`config.mk`:
```
export PLATFORM = sky130hd
export DESIGN_NAME = fat_dir_entry_name_match
export DESIGN_NICKNAME = d
export VERILOG_FILES = /design/src/fdm_pkg.sv /design/src/fdm_csr.sv /design/src/fdm_in_stage.sv /design/src/fdm_scan.sv /design/src/fat_dir_entry_name_match.sv
export SDC_FILE = /design/constraint.sdc
export NUM_CORES = 1
export LEC_CHECK = 0
export BUFFER_PORTS_ARGS = -buffer_cell sky130_fd_sc_hd__buf_2
export CORE_MARGIN = 2
export CORE_UTILIZATION = 30
export DETAILED_ROUTE_END_ITERATION = 6
export PLACE_DENSITY = 0.53
export REMOVE_ABC_BUFFERS = 1
export SYNTH_ARGS = -nofsm -noshare
export SYNTH_HDL_FRONTEND = slang
export SYNTH_SLANG_ARGS = --single-unit
```
`constraint.sdc`:
```
create_clock -name clock -period 21.8 [get_ports clock]
set_clock_uncertainty 0.15 [all_clocks]
set_input_delay 1.09 -clock clock [delete_from_list [all_inputs] [get_ports clock]]
set_output_delay 1.09 -clock clock [all_outputs]
set_load 0.03 [all_outputs]
```
`src/fdm_pkg.sv`:
```
`timescale 1ns / 1ps

package fdm_pkg;

   // register indexes on the csr port (byte address is 8 * index)
   localparam logic [1:0] REG_QUERY_NAME = 2'd0;
   localparam logic [1:0] REG_QUERY_EXT  = 2'd1;
   localparam logic [1:0] REG_NAME_LEN   = 2'd2;
   localparam logic [1:0] REG_EXT_LEN    = 2'd3;

   localparam int CSR_ADDR_W = 5;
   localparam int CSR_DATA_W = 64;

   // byte offsets inside a 32-byte directory entry
   localparam logic [4:0] POS_EXT_FIRST = 5'd8;
   localparam logic [4:0] POS_ATTR      = 5'hB;
   localparam logic [4:0] POS_HIGH_LO   = 5'd20;
   localparam logic [4:0] POS_HIGH_HI   = 5'd21;
   localparam logic [4:0] POS_LOW_LO    = 5'd26;
   localparam logic [4:0] POS_LOW_HI    = 5'd27;
   localparam logic [4:0] POS_LAST      = 5'd31;

   localparam logic [7:0] ATTR_END  = 8'h00;
   localparam logic [7:0] ATTR_LONG = 8'hF;

   localparam int CLUSTER_HIGH_SHIFT = 'h10;

   typedef struct packed {
      logic [63:0] query_name;
      logic [23:0] query_ext;
      logic [3:0]  name_len;
      logic [1:0]  ext_len;
   } cfg_type;

   typedef struct packed {
      logic       valid;
      logic [7:0] dir_byte;
   } stage_type;

endpackage

```
`src/fdm_csr.sv`:
```
`timescale 1ns / 1ps

module fdm_csr
   import fdm_pkg::*;
(
   input  logic                  clock,
   input  logic                  reset,
   input  logic                  psel,
   input  logic                  penable,
   input  logic                  pwrite,
   input  logic [CSR_ADDR_W-1:0] paddr,
   input  logic [CSR_DATA_W-1:0] pwdata,
   output logic [CSR_DATA_W-1:0] prdata,
   output logic                  pready,
   output cfg_type               cfg
);

   cfg_type    cfg_ff;
   cfg_type    cfg_in;
   logic       wr_en;
   logic [1:0] reg_index;

   assign pready    = 1'b1;
   assign reg_index = paddr[4:3];
   assign wr_en     = psel & penable & pwrite;

   always_comb begin
      cfg_in = cfg_ff;
      if (wr_en) begin
         case (reg_index)
            REG_QUERY_NAME: cfg_in.query_name = pwdata;
            REG_QUERY_EXT:  cfg_in.query_ext  = pwdata[23:0];
            REG_NAME_LEN:   cfg_in.name_len   = pwdata[3:0];
            REG_EXT_LEN:    cfg_in.ext_len    = pwdata[1:0];
            default:        cfg_in = cfg_ff;
         endcase
      end
   end

   always_comb begin
      case (reg_index)
         REG_QUERY_NAME: prdata = cfg_ff.query_name;
         REG_QUERY_EXT:  prdata = {40'd0, cfg_ff.query_ext};
         REG_NAME_LEN:   prdata = {60'd0, cfg_ff.name_len};
         REG_EXT_LEN:    prdata = {62'd0, cfg_ff.ext_len};
         default:        prdata = '0;
      endcase
   end

   always_ff @(posedge clock) begin
      if (reset) begin
         cfg_ff.query_name <= '0;
         cfg_ff.query_ext  <= '0;
         cfg_ff.name_len   <= 4'd8;
         cfg_ff.ext_len    <= 2'd3;
      end else begin
         cfg_ff <= cfg_in;
      end
   end

   assign cfg = cfg_ff;

endmodule

```
`src/fdm_in_stage.sv`:
```
`timescale 1ns / 1ps

module fdm_in_stage
   import fdm_pkg::*;
(
   input  logic       clock,
   input  logic       reset,
   input  logic       req_valid,
   output logic       req_stall,
   input  logic [7:0] req_dir_byte,
   input  logic       advance,
   output stage_type  stage
);

   logic       valid_ff;
   logic       valid_in;
   logic [7:0] byte_ff;
   logic       accept;

   // hold the byte only while the scan cannot take it
   assign req_stall = valid_ff & ~advance;
   assign accept    = req_valid & ~req_stall;

   always_comb begin
      valid_in = valid_ff;
      if (accept) begin
         valid_in = 1'b1;
      end else if (advance) begin
         valid_in = 1'b0;
      end
   end

   always_ff @(posedge clock) begin
      if (reset) begin
         valid_ff <= 1'b0;
      end else begin
         valid_ff <= valid_in;
      end
   end

   always_ff @(posedge clock) begin
      if (accept) begin
         byte_ff <= req_dir_byte;
      end
   end

   assign stage.valid    = valid_ff;
   assign stage.dir_byte = byte_ff;

endmodule

```
`src/fdm_scan.sv`:
```
`timescale 1ns / 1ps

module fdm_scan
   import fdm_pkg::*;
(
   input  logic        clock,
   input  logic        reset,
   input  cfg_type     cfg,
   input  stage_type   stage,
   output logic        advance,
   output logic        rsp_valid,
   input  logic        rsp_stall,
   output logic        rsp_found,
   output logic [31:0] rsp_start_cluster,
   output logic [63:0] rsp_match_name,
   output logic [23:0] rsp_match_ext
);

   logic [4:0]  pos_ff, pos_in;
   logic        prev_long_ff, prev_long_in;
   logic        cur_long_ff, cur_long_in;
   logic        name_eq_ff, name_eq_in;
   logic        name_stop_ff, name_stop_in;
   logic        ext_eq_ff, ext_eq_in;
   logic        ext_stop_ff, ext_stop_in;
   logic [63:0] ent_name_ff, ent_name_in;
   logic [23:0] ent_ext_ff, ent_ext_in;
   logic [31:0] cluster_ff, cluster_in;
   logic        hit_ff, hit_in;
   logic [31:0] hit_cluster_ff, hit_cluster_in;
   logic [63:0] hit_name_ff, hit_name_in;
   logic [23:0] hit_ext_ff, hit_ext_in;

   logic        out_valid_ff, out_valid_in;
   logic        out_found_ff;
   logic [31:0] out_cluster_ff;
   logic [63:0] out_name_ff;
   logic [23:0] out_ext_ff;

   logic [7:0]  b;
   logic        is_end;
   logic        emit;
   logic [7:0]  q_name_byte;
   logic [7:0]  q_ext_byte;
   logic [1:0]  ext_k;

   assign b      = stage.dir_byte;
   assign is_end = (pos_ff == POS_ATTR) && (b == ATTR_END);
   // an end marker waits while the previous result is still held
   assign advance = stage.valid & ~(is_end & out_valid_ff & rsp_stall);
   assign emit    = advance & is_end;

   assign ext_k       = pos_ff[1:0];
   assign q_name_byte = cfg.query_name[{pos_ff[2:0], 3'b000} +: 8];

   always_comb begin
      case (ext_k)
         2'd0:    q_ext_byte = cfg.query_ext[7:0];
         2'd1:    q_ext_byte = cfg.query_ext[15:8];
         2'd2:    q_ext_byte = cfg.query_ext[23:16];
         default: q_ext_byte = 8'd0;
      endcase
   end

   always_comb begin
      pos_in         = pos_ff;
      prev_long_in   = prev_long_ff;
      cur_long_in    = cur_long_ff;
      name_eq_in     = name_eq_ff;
      name_stop_in   = name_stop_ff;
      ext_eq_in      = ext_eq_ff;
      ext_stop_in    = ext_stop_ff;
      ent_name_in    = ent_name_ff;
      ent_ext_in     = ent_ext_ff;
      cluster_in     = cluster_ff;
      hit_in         = hit_ff;
      hit_cluster_in = hit_cluster_ff;
      hit_name_in    = hit_name_ff;
      hit_ext_in     = hit_ext_ff;

      if (advance) begin
         pos_in = pos_ff + 5'd1;
         if (pos_ff < POS_EXT_FIRST) begin
            ent_name_in[{pos_ff[2:0], 3'b000} +: 8] = b;
            // name_len of eight or more covers every name byte
            if (({1'b0, pos_ff[2:0]} < cfg.name_len) && !name_stop_ff) begin
               if (b != q_name_byte) begin
                  name_eq_in   = 1'b0;
                  name_stop_in = 1'b1;
               end else if (b == 8'd0) begin
                  name_stop_in = 1'b1;
               end
            end
         end else if (pos_ff < POS_ATTR) begin
            case (ext_k)
               2'd0:    ent_ext_in[7:0]   = b;
               2'd1:    ent_ext_in[15:8]  = b;
               default: ent_ext_in[23:16] = b;
            endcase
            if ((ext_k < cfg.ext_len) && !ext_stop_ff) begin
               if (b != q_ext_byte) begin
                  ext_eq_in   = 1'b0;
                  ext_stop_in = 1'b1;
               end else if (b == 8'd0) begin
                  ext_stop_in = 1'b1;
               end
            end
         end else if (pos_ff == POS_ATTR) begin
            cur_long_in = (b == ATTR_LONG);
         end else if (pos_ff == POS_HIGH_LO) begin
            cluster_in[CLUSTER_HIGH_SHIFT +: 8] = b;
         end else if (pos_ff == POS_HIGH_HI) begin
            cluster_in[CLUSTER_HIGH_SHIFT + 8 +: 8] = b;
         end else if (pos_ff == POS_LOW_LO) begin
            cluster_in[7:0] = b;
         end else if (pos_ff == POS_LOW_HI) begin
            cluster_in[15:8] = b;
         end

         if (pos_ff == POS_LAST) begin
            if (!cur_long_ff && !prev_long_ff && name_eq_ff && ext_eq_ff) begin
               hit_in         = 1'b1;
               hit_cluster_in = cluster_ff;
               hit_name_in    = ent_name_ff;
               hit_ext_in     = ent_ext_ff;
            end
            prev_long_in = cur_long_ff;
            pos_in       = 5'd0;
            cur_long_in  = 1'b0;
            name_eq_in   = 1'b1;
            name_stop_in = 1'b0;
            ext_eq_in    = 1'b1;
            ext_stop_in  = 1'b0;
         end

         // end of directory: restart the whole search
         if (is_end) begin
            pos_in         = 5'd0;
            cur_long_in    = 1'b0;
            name_eq_in     = 1'b1;
            name_stop_in   = 1'b0;
            ext_eq_in      = 1'b1;
            ext_stop_in    = 1'b0;
            prev_long_in   = 1'b0;
            hit_in         = 1'b0;
            hit_cluster_in = '0;
            hit_name_in    = '0;
            hit_ext_in     = '0;
         end
      end
   end

   always_comb begin
      out_valid_in = out_valid_ff;
      if (emit) begin
         out_valid_in = 1'b1;
      end else if (!rsp_stall) begin
         out_valid_in = 1'b0;
      end
   end

   always_ff @(posedge clock) begin
      if (reset) begin
         pos_ff         <= '0;
         prev_long_ff   <= 1'b0;
         cur_long_ff    <= 1'b0;
         name_eq_ff     <= 1'b1;
         name_stop_ff   <= 1'b0;
         ext_eq_ff      <= 1'b1;
         ext_stop_ff    <= 1'b0;
         hit_ff         <= 1'b0;
         hit_cluster_ff <= '0;
         hit_name_ff    <= '0;
         hit_ext_ff     <= '0;
         out_valid_ff   <= 1'b0;
      end else begin
         pos_ff         <= pos_in;
         prev_long_ff   <= prev_long_in;
         cur_long_ff    <= cur_long_in;
         name_eq_ff     <= name_eq_in;
         name_stop_ff   <= name_stop_in;
         ext_eq_ff      <= ext_eq_in;
         ext_stop_ff    <= ext_stop_in;
         hit_ff         <= hit_in;
         hit_cluster_ff <= hit_cluster_in;
         hit_name_ff    <= hit_name_in;
         hit_ext_ff     <= hit_ext_in;
         out_valid_ff   <= out_valid_in;
      end
   end

   // entry bytes are all rewritten before an entry is judged
   always_ff @(posedge clock) begin
      ent_name_ff <= ent_name_in;
      ent_ext_ff  <= ent_ext_in;
      cluster_ff  <= cluster_in;
   end

   always_ff @(posedge clock) begin
      if (emit) begin
         out_found_ff   <= hit_ff;
         out_cluster_ff <= hit_cluster_ff;
         out_name_ff    <= hit_name_ff;
         out_ext_ff     <= hit_ext_ff;
      end
   end

   assign rsp_valid         = out_valid_ff;
   assign rsp_found         = out_found_ff;
   assign rsp_start_cluster = out_cluster_ff;
   assign rsp_match_name    = out_name_ff;
   assign rsp_match_ext     = out_ext_ff;

endmodule

```
`src/fat_dir_entry_name_match.sv`:
```
`timescale 1ns / 1ps

// Short-name lookup over a FAT32 directory streamed one byte per item, 32 bytes per
// entry. One byte is taken every clock cycle unless an end marker waits; each byte
// passes an input register and the per-byte update logic, and the byte with the
// end-of-directory attribute loads the result register. The only back-pressure comes
// from the single result register: an end marker waits while the previous result is
// still held, and other bytes wait only behind it. After an end marker the search
// restarts at offset 0 of a new directory. Query registers sit on the csr port at byte
// addresses 0, 8, 16 and 24 and should be written while no directory is in flight.

module fat_dir_entry_name_match
   import fdm_pkg::*;
(
   input  logic                  clock,
   input  logic                  reset,
   input  logic                  req_valid,
   output logic                  req_stall,
   input  logic [7:0]            req_dir_byte,
   output logic                  rsp_valid,
   input  logic                  rsp_stall,
   output logic                  rsp_found,
   output logic [31:0]           rsp_start_cluster,
   output logic [63:0]           rsp_match_name,
   output logic [23:0]           rsp_match_ext,
   input  logic                  psel,
   input  logic                  penable,
   input  logic                  pwrite,
   input  logic [CSR_ADDR_W-1:0] paddr,
   input  logic [CSR_DATA_W-1:0] pwdata,
   output logic [CSR_DATA_W-1:0] prdata,
   output logic                  pready
);

   cfg_type   cfg;
   stage_type stage;
   logic      advance;

   fdm_csr u_csr (
      .clock   (clock),
      .reset   (reset),
      .psel    (psel),
      .penable (penable),
      .pwrite  (pwrite),
      .paddr   (paddr),
      .pwdata  (pwdata),
      .prdata  (prdata),
      .pready  (pready),
      .cfg     (cfg)
   );

   fdm_in_stage u_in (
      .clock        (clock),
      .reset        (reset),
      .req_valid    (req_valid),
      .req_stall    (req_stall),
      .req_dir_byte (req_dir_byte),
      .advance      (advance),
      .stage        (stage)
   );

   fdm_scan u_scan (
      .clock             (clock),
      .reset             (reset),
      .cfg               (cfg),
      .stage             (stage),
      .advance           (advance),
      .rsp_valid         (rsp_valid),
      .rsp_stall         (rsp_stall),
      .rsp_found         (rsp_found),
      .rsp_start_cluster (rsp_start_cluster),
      .rsp_match_name    (rsp_match_name),
      .rsp_match_ext     (rsp_match_ext)
   );

endmodule

```
## Word-level counts from Yosys, hierarchy flattened

Index checks and enable logic that the tools add are counted.

| storage, ports and cells | value |
|---|---|
| bits in read-only memories | 0 |
| output and inout port bits | 188 |
| bits in latches | 0 |
| memory bits (writable) | 0 |
| memories kept | 0 |
| bits in registers | 477 |

| operators by class | value |
|---|---|
| magnitude comparators | 4 |
| shift-type cells | 3 |
| bitwise operators | 18 |
| add/sub/neg operators | 2 |
| multiplexer cells | 51 |
| divide/modulo/power cells | 0 |
| $mul | 0 |
| reductions and logical operators | 45 |
| equality and inequality tests | 17 |

Operator list:

| operator | number |
|---|---|
| 64-bit case mux with 4 select lines | 1 |
| 64-bit two-way mux | 3 |
| 32-bit two-way mux | 3 |
| 24-bit two-way mux | 3 |
| 64-bit bitwise mux | 1 |
| 8-bit by 8-bit variable shift with 64-bit output (first input constant) | 1 |
| 64-bit by 7-bit indexed part select with 8-bit output | 1 |
| 8-bit by 8-bit indexed part select with 64-bit output | 1 |
| 1-bit two-way mux | 37 |
| 5-bit equality test (second input constant) | 5 |
| 8-bit case mux with 3 select lines | 1 |
| 4-bit AND reduction | 6 |
| 3-bit nonzero test | 7 |
| 8-bit inequality test | 2 |
| 5-bit AND reduction | 3 |
| 2-bit AND reduction | 6 |
| 5-bit by 4-bit less-than comparator with 1-bit output (second input constant) | 2 |
| 5-bit two-way mux | 2 |
| 1-bit NOT | 10 |
| 1-bit bitwise AND | 8 |
| 8-bit by 4-bit equality test with 1-bit output (second input constant) | 1 |
| 8-bit logical NOT | 1 |
| 6-bit negation with 8-bit output | 1 |
| 8-bit AND reduction | 1 |
| 17 further kinds | 33 |

## Depth between registers and ports, before layout

| depth | value |
|---|---|
| depth in word-level cells | 11 |
| mapped depth | 12 |

## Hierarchy

From an unflattened synthesis, not the netlist that was laid out.

| second synthesis, totals | value |
|---|---|
| cell total of the unflattened synthesis | 1462 |
| area total of the unflattened synthesis | 18574.1 um^2 |

By module, submodules not included:

| module | times used | seq. area each (um^2) | area an instance (um^2) | cells an instance |
|---|---|---|---|---|
| fdm_scan | 1 | 9899.5 | 13609.3 | 957 |
| fdm_csr | 1 | 1881.8 | 4667.0 | 492 |
| fdm_in_stage | 1 | 260.2 | 297.8 | 13 |

## Worst setup path after synthesis

OpenSTA, ideal clock, no wires.

| timing path | value |
|---|---|
| path type | register to register |
| from | register u_in.byte_ff[3] |
| to | register u_scan.out_found_ff, in the netlist u_scan.rsp_found, enable pin |
| slack | 14367 ps |
| cell stages (with the launch flop) | 6 |
| period minus slack after synthesis | 7433 ps |
| data required time | 21045 ps |
| arrival | 6678 ps |
| cells stage by stage | edfxtp_1 -> nor4_1 -> nand4_1 -> clkbuf_1 -> clkbuf_1 -> nor2_1 |

| on the way | value |
|---|---|
| word-level cells in the longest chain between the ends | 7 |

RTL lines:

| element | RTL line | text |
|---|---|---|
| start: declaration | fdm_in_stage.sv:17 | `logic [7:0] byte_ff;` |
| start signal: assignment | fdm_in_stage.sv:43 | `byte_ff <= req_dir_byte;` |
| 8-bit logical NOT (*) | fdm_scan.sv:48 | `assign is_end = (pos_ff == POS_ATTR) && (b == ATTR_END);` |
| 1-bit logical AND (*) | fdm_scan.sv:48 |  |
| 1-bit bitwise AND (2 in a row) | fdm_scan.sv:50 | `assign advance = stage.valid & ~(is_end & out_valid_ff & rsp_stall);` |
| 1-bit NOT | fdm_scan.sv:50 |  |
| 1-bit bitwise AND | fdm_scan.sv:50 |  |
| 1-bit bitwise AND (*) | fdm_scan.sv:51 | `assign emit = advance & is_end;` |
| net u_scan.emit | fdm_scan.sv:42 | `logic emit;` |
| end signal: assignment | fdm_scan.sv:201 | `out_found_ff <= hit_ff;` |
| end: declaration | fdm_scan.sv:35 | `logic out_found_ff;` |

The timed path passes the listed nets; every way through them passes the cells marked *.
A chain may end at the register's enable or synchronous reset.

## Worst setup path after layout

| timing path | value |
|---|---|
| from | register u_scan.pos_ff[1] |
| to | register u_scan.out_name_ff[34], in the netlist u_scan.rsp_match_name[34], enable pin |

| on the way | value |
|---|---|
| word-level cells in the longest chain between the ends | 7 |

RTL lines:

| element | RTL line | text |
|---|---|---|
| start: declaration | fdm_scan.sv:19 | `logic [4:0] pos_ff, pos_in;` |
| start signal: assignment | fdm_scan.sv:177 | `pos_ff <= pos_in;` |
| 5-bit by 4-bit equality test with 1-bit output (*) | fdm_scan.sv:48 |  |
| 1-bit logical AND (*) | fdm_scan.sv:48 |  |
| 1-bit bitwise AND (2 in a row) | fdm_scan.sv:50 |  |
| 1-bit NOT | fdm_scan.sv:50 |  |
| 1-bit bitwise AND | fdm_scan.sv:50 |  |
| 1-bit bitwise AND (*) | fdm_scan.sv:51 |  |
| net u_scan.emit | fdm_scan.sv:42 |  |
| end signal: assignment | fdm_scan.sv:203 | `out_name_ff <= hit_name_ff;` |
| end: declaration | fdm_scan.sv:37 | `logic [63:0] out_name_ff;` |

Marks and branches as above.

==> metrics.cfg <==
[global_route]
grt_max_degree = 91
grt_pass1_vias = 12300
antenna_found_initial = 12
globalRouteOverflowTotal = 0
grtUsageTotal = 0.150
grt_pass1_wl_mm = 72.4

[pwr]
pwr-share-clk = 0.466
p_seq_frac = 0.500
switching_share = 0.219
leakagePower_nw = 7.40
combPwrFrac = 0.034
internal-power_w = 0.00148
switching_power_w = 0.000414
power.density_mw_per_mm2 = 86.4
vdd_drop_max_v = 0.0000580

[critical_path]
path_cells = buf_4 -> ha_1 -> nand4_1 -> buf_4 -> buf_4 -> o21ai_1 -> nor2_4 -> buf_4
crit_family = buffers and inverters
slowest_delay_ns = 1.00
arrival_ns = 5.79
cp.depth = 8
slowest_stage = nor2_4
cp_max_fo = 84
endpoint_kind = flop
worst_path_most_repeated_cell = buf_4
r2r_cells = 8
critPathLaunchType = flop
r2r_slack_ns = 16.05
critical_path_buf_inv_count = 4
path_class = flop to flop
required_ns = 21.85

[worst_hold_path]
min_delay_path_depth = 0
worstHoldPathType = flop to flop

[detailed_routing]
drtPass1Iterations = 7
vias = 12500
drc = 6
postRouteWirelength_mm = 47.4
vias_per_cell = 4.68
antenna_left = 0
drt_iter0_drc = 760
wl_per_cell_um = 17.8

[sta]
setup_viol = 0
worst_slew_pin_slew_ns = 1.24
min_period_over_period = 0.264
finalWorstSetupSlack_ns = 16.05
fin_setup_tns_ns = 0
rsz0062_at_grt = no
fmax_mhz = 174
hold_viol_final = 0
drv_slew = 0
slew_headroom = 0.170
min_period_ns = 5.75

[clocking]
clock_path_buffers = 3
cts_tree = done
cts_resized = 0
clock-sinks = 477
cts_setup_buffers = 0
clk_latency_ns = 0.59
cts_root_buf = clkbuf_16
hold_buffers = 0
clk_pin_slew_ns = 0.06
numCtsBuffers = 51
cts_htree_levels = 2

[yosys]
synth_cells = 1615
synth_edf_count = 249
ys_seq_area_frac = 0.665
yosys_most_used_dff = edfxtp_1
async_flop_share = 0
synth_area_leaders = edfxtp_1 41%, dfxtp_1 25%, nand2_1 6.7%, a21oi_1 6.4%, and2_1 3.8%
synth_top_area_share = 0.413
ys_ff_latch = 477
yosysTopAreaCell = edfxtp_1
synth_area_mm2 = 0.0181
yosys_warnings = 0
syn_avg_cell_area_um2 = 11.2
synth.distinct_cells = 60

[cells_and_area]
instances_no_fill = 2669
fillers = 5956
syn2layout_area_growth_pct = 21.0
multiInputGateArea_mm2 = 0.00558
seq_area_mm2 = 0.0120
design_area_mm2 = 0.0219
final_layout_size_suffix_gt1_frac = 0.222
fin_nets = 1936

[placed_design]
gp_congestion = 0.753
portBuffers = 267
hpwl_mm = 29.6
dp.cells = 2572
place_worst_setup_slack_ns = 16.01
place_area_mm2 = 0.0202

[floorplan]
die_w_um = 250
fp.dieArea_mm2 = 0.0623
core_area_mm2 = 0.0600
num_rows = 90
ios = 272
die-height_um = 250
floorplan.initialDensity = 0.302

[flow_run]
drv_cap = 0

[run_status]
status = finished, violations left
violations = design-rule violations

==> cells in the mapped netlist (3+ instances only) <==
cell      count
xnor2_1       5
clkbuf_1     90
buf_6         4
nand3_1     126
nor4_1        3
nand2_1     322
a21oi_1     231
and3_1        9
buf_1        17
and2_1      109
nand4_1       6
dfxtp_1     228
nor3_1       12
ha_1          9
nor2b_1       4
o32ai_1       3
nor4b_1       3
nand2b_1      8
o21ai_0       9
mux4_2       16
a222oi_1      8
buf_2         5
xor2_1        6
edfxtp_1    249
mux2i_1      35
nor2_1       48
inv_1         8
==> through the flow <==
| step | utilization | hold slack (ns) | power [W] |
|---|---|---|---|
| after floorplan | - | 0.258 | 0.000992 |
| after detailed placement | 0.336 | 0.265 | 0.00103 |
| final | 0.365 | 0.276 | 0.00189 |
| after global placement | 0.336 | 0.264 | 0.00103 |
| after CTS | 0.365 | 0.279 | 0.00192 |
| after global routing | 0.365 | 0.283 | 0.00196 |
==> worst paths after layout <==
check / start / end
worst max-delay path: u_scan.pos_ff[1] / u_scan.rsp_match_name[34]
worst min-delay path: u_scan.hit_ext_ff[6] / u_scan.rsp_match_ext[6]
worst max register to register: u_scan.pos_ff[1] / u_scan.rsp_match_name[34]
worst min register to register: u_scan.hit_ext_ff[6] / u_scan.rsp_match_ext[6]
==> flip-flops by register name, indices dropped and copies added, names as in the netlist, 5 cells and up <==
| register | flops |
|---|---|
| u_csr.cfg | 94 |
| u_scan.ent_name_ff | 64 |
| u_scan.hit_name_ff | 64 |
| u_scan.rsp_match_name | 64 |
| u_scan.cluster_ff | 32 |
| u_scan.hit_cluster_ff | 32 |
| u_scan.rsp_start_cluster | 32 |
| u_scan.ent_ext_ff | 24 |
| u_scan.hit_ext_ff | 24 |
| u_scan.rsp_match_ext | 24 |
| u_in.byte_ff | 8 |
| u_scan.pos_ff | 5 |
==> cell type report <==
type,instances,area share
Sequential cell,477,0.550
Multi-Input combinational cell,1010,0.255
Timing Repair Buffer,293,0.0703
Clock buffer,63,0.0635
Tap cell,782,0.0446
Clock inverter,31,0.0154
Inverter,10,0.00171
Antenna cell,3,0.000343
==> layer usage <==
| layer | routed length, µm | up-vias | global-route usage |
|---|---|---|---|
| met3 | 3110 | 92 | 0.0418 |
| met2 | 22100 | 340 | 0.243 |
| met5 | 112 | - | 0 |
| met4 | 1420 | 18 | 0.0497 |
| li1 | - | 6114 | - |
| met1 | 20700 | 5938 | 0.192 |
==> cell families (layout without fill, tap and decap cells) <==
family | Yosys count | in the layout | synth area share
and+or+nand+nor | 668 | 668 | 0.173
DFF | 477 | 477 | 0.665
AOI/OAI and AO/OA | 268 | 268 | 0.0802
buffers and inverters | 128 | 397 | 0.0290
muxes | 53 | 53 | 0.0405
xor gates and xnor gates | 11 | 11 | 0.00532
adders and majority gates | 9 | 9 | 0.00622
other | 1 | 4 | 0.000207
==> layout by cell type (no fill, tap or decap), drive strengths merged, types with 4 or more instances in the layout <==
cell / n
nand2: 322
buf: 292
edfxtp: 249
a21oi: 233
dfxtp: 228
nand3: 126
and2: 109
clkbuf: 64
nor2: 49
mux2i: 35
mux4: 16
clkinv: 16
inv: 14
nor3: 12
o21ai: 11
and3: 9
ha: 9
nand2b: 8
a222oi: 8
nand4: 6
xor2: 6
clkinvlp: 6
xnor2: 5
bufinv: 5
nor2b: 4
nor4: 4
nor4b: 4
==> power groups by stage <==
stage	sequential [W]	clock, W	combinational [W]
final	0.000947	0.000883	0.0000643
after global routing	0.000947	0.000943	0.0000705
after CTS	0.000947	0.000909	0.0000661
after detailed placement	0.000966	0	0.0000659
after global placement	0.000966	0	0.0000651
after floorplan	0.000970	0	0.0000221
(Power assumes the default switching activity.)
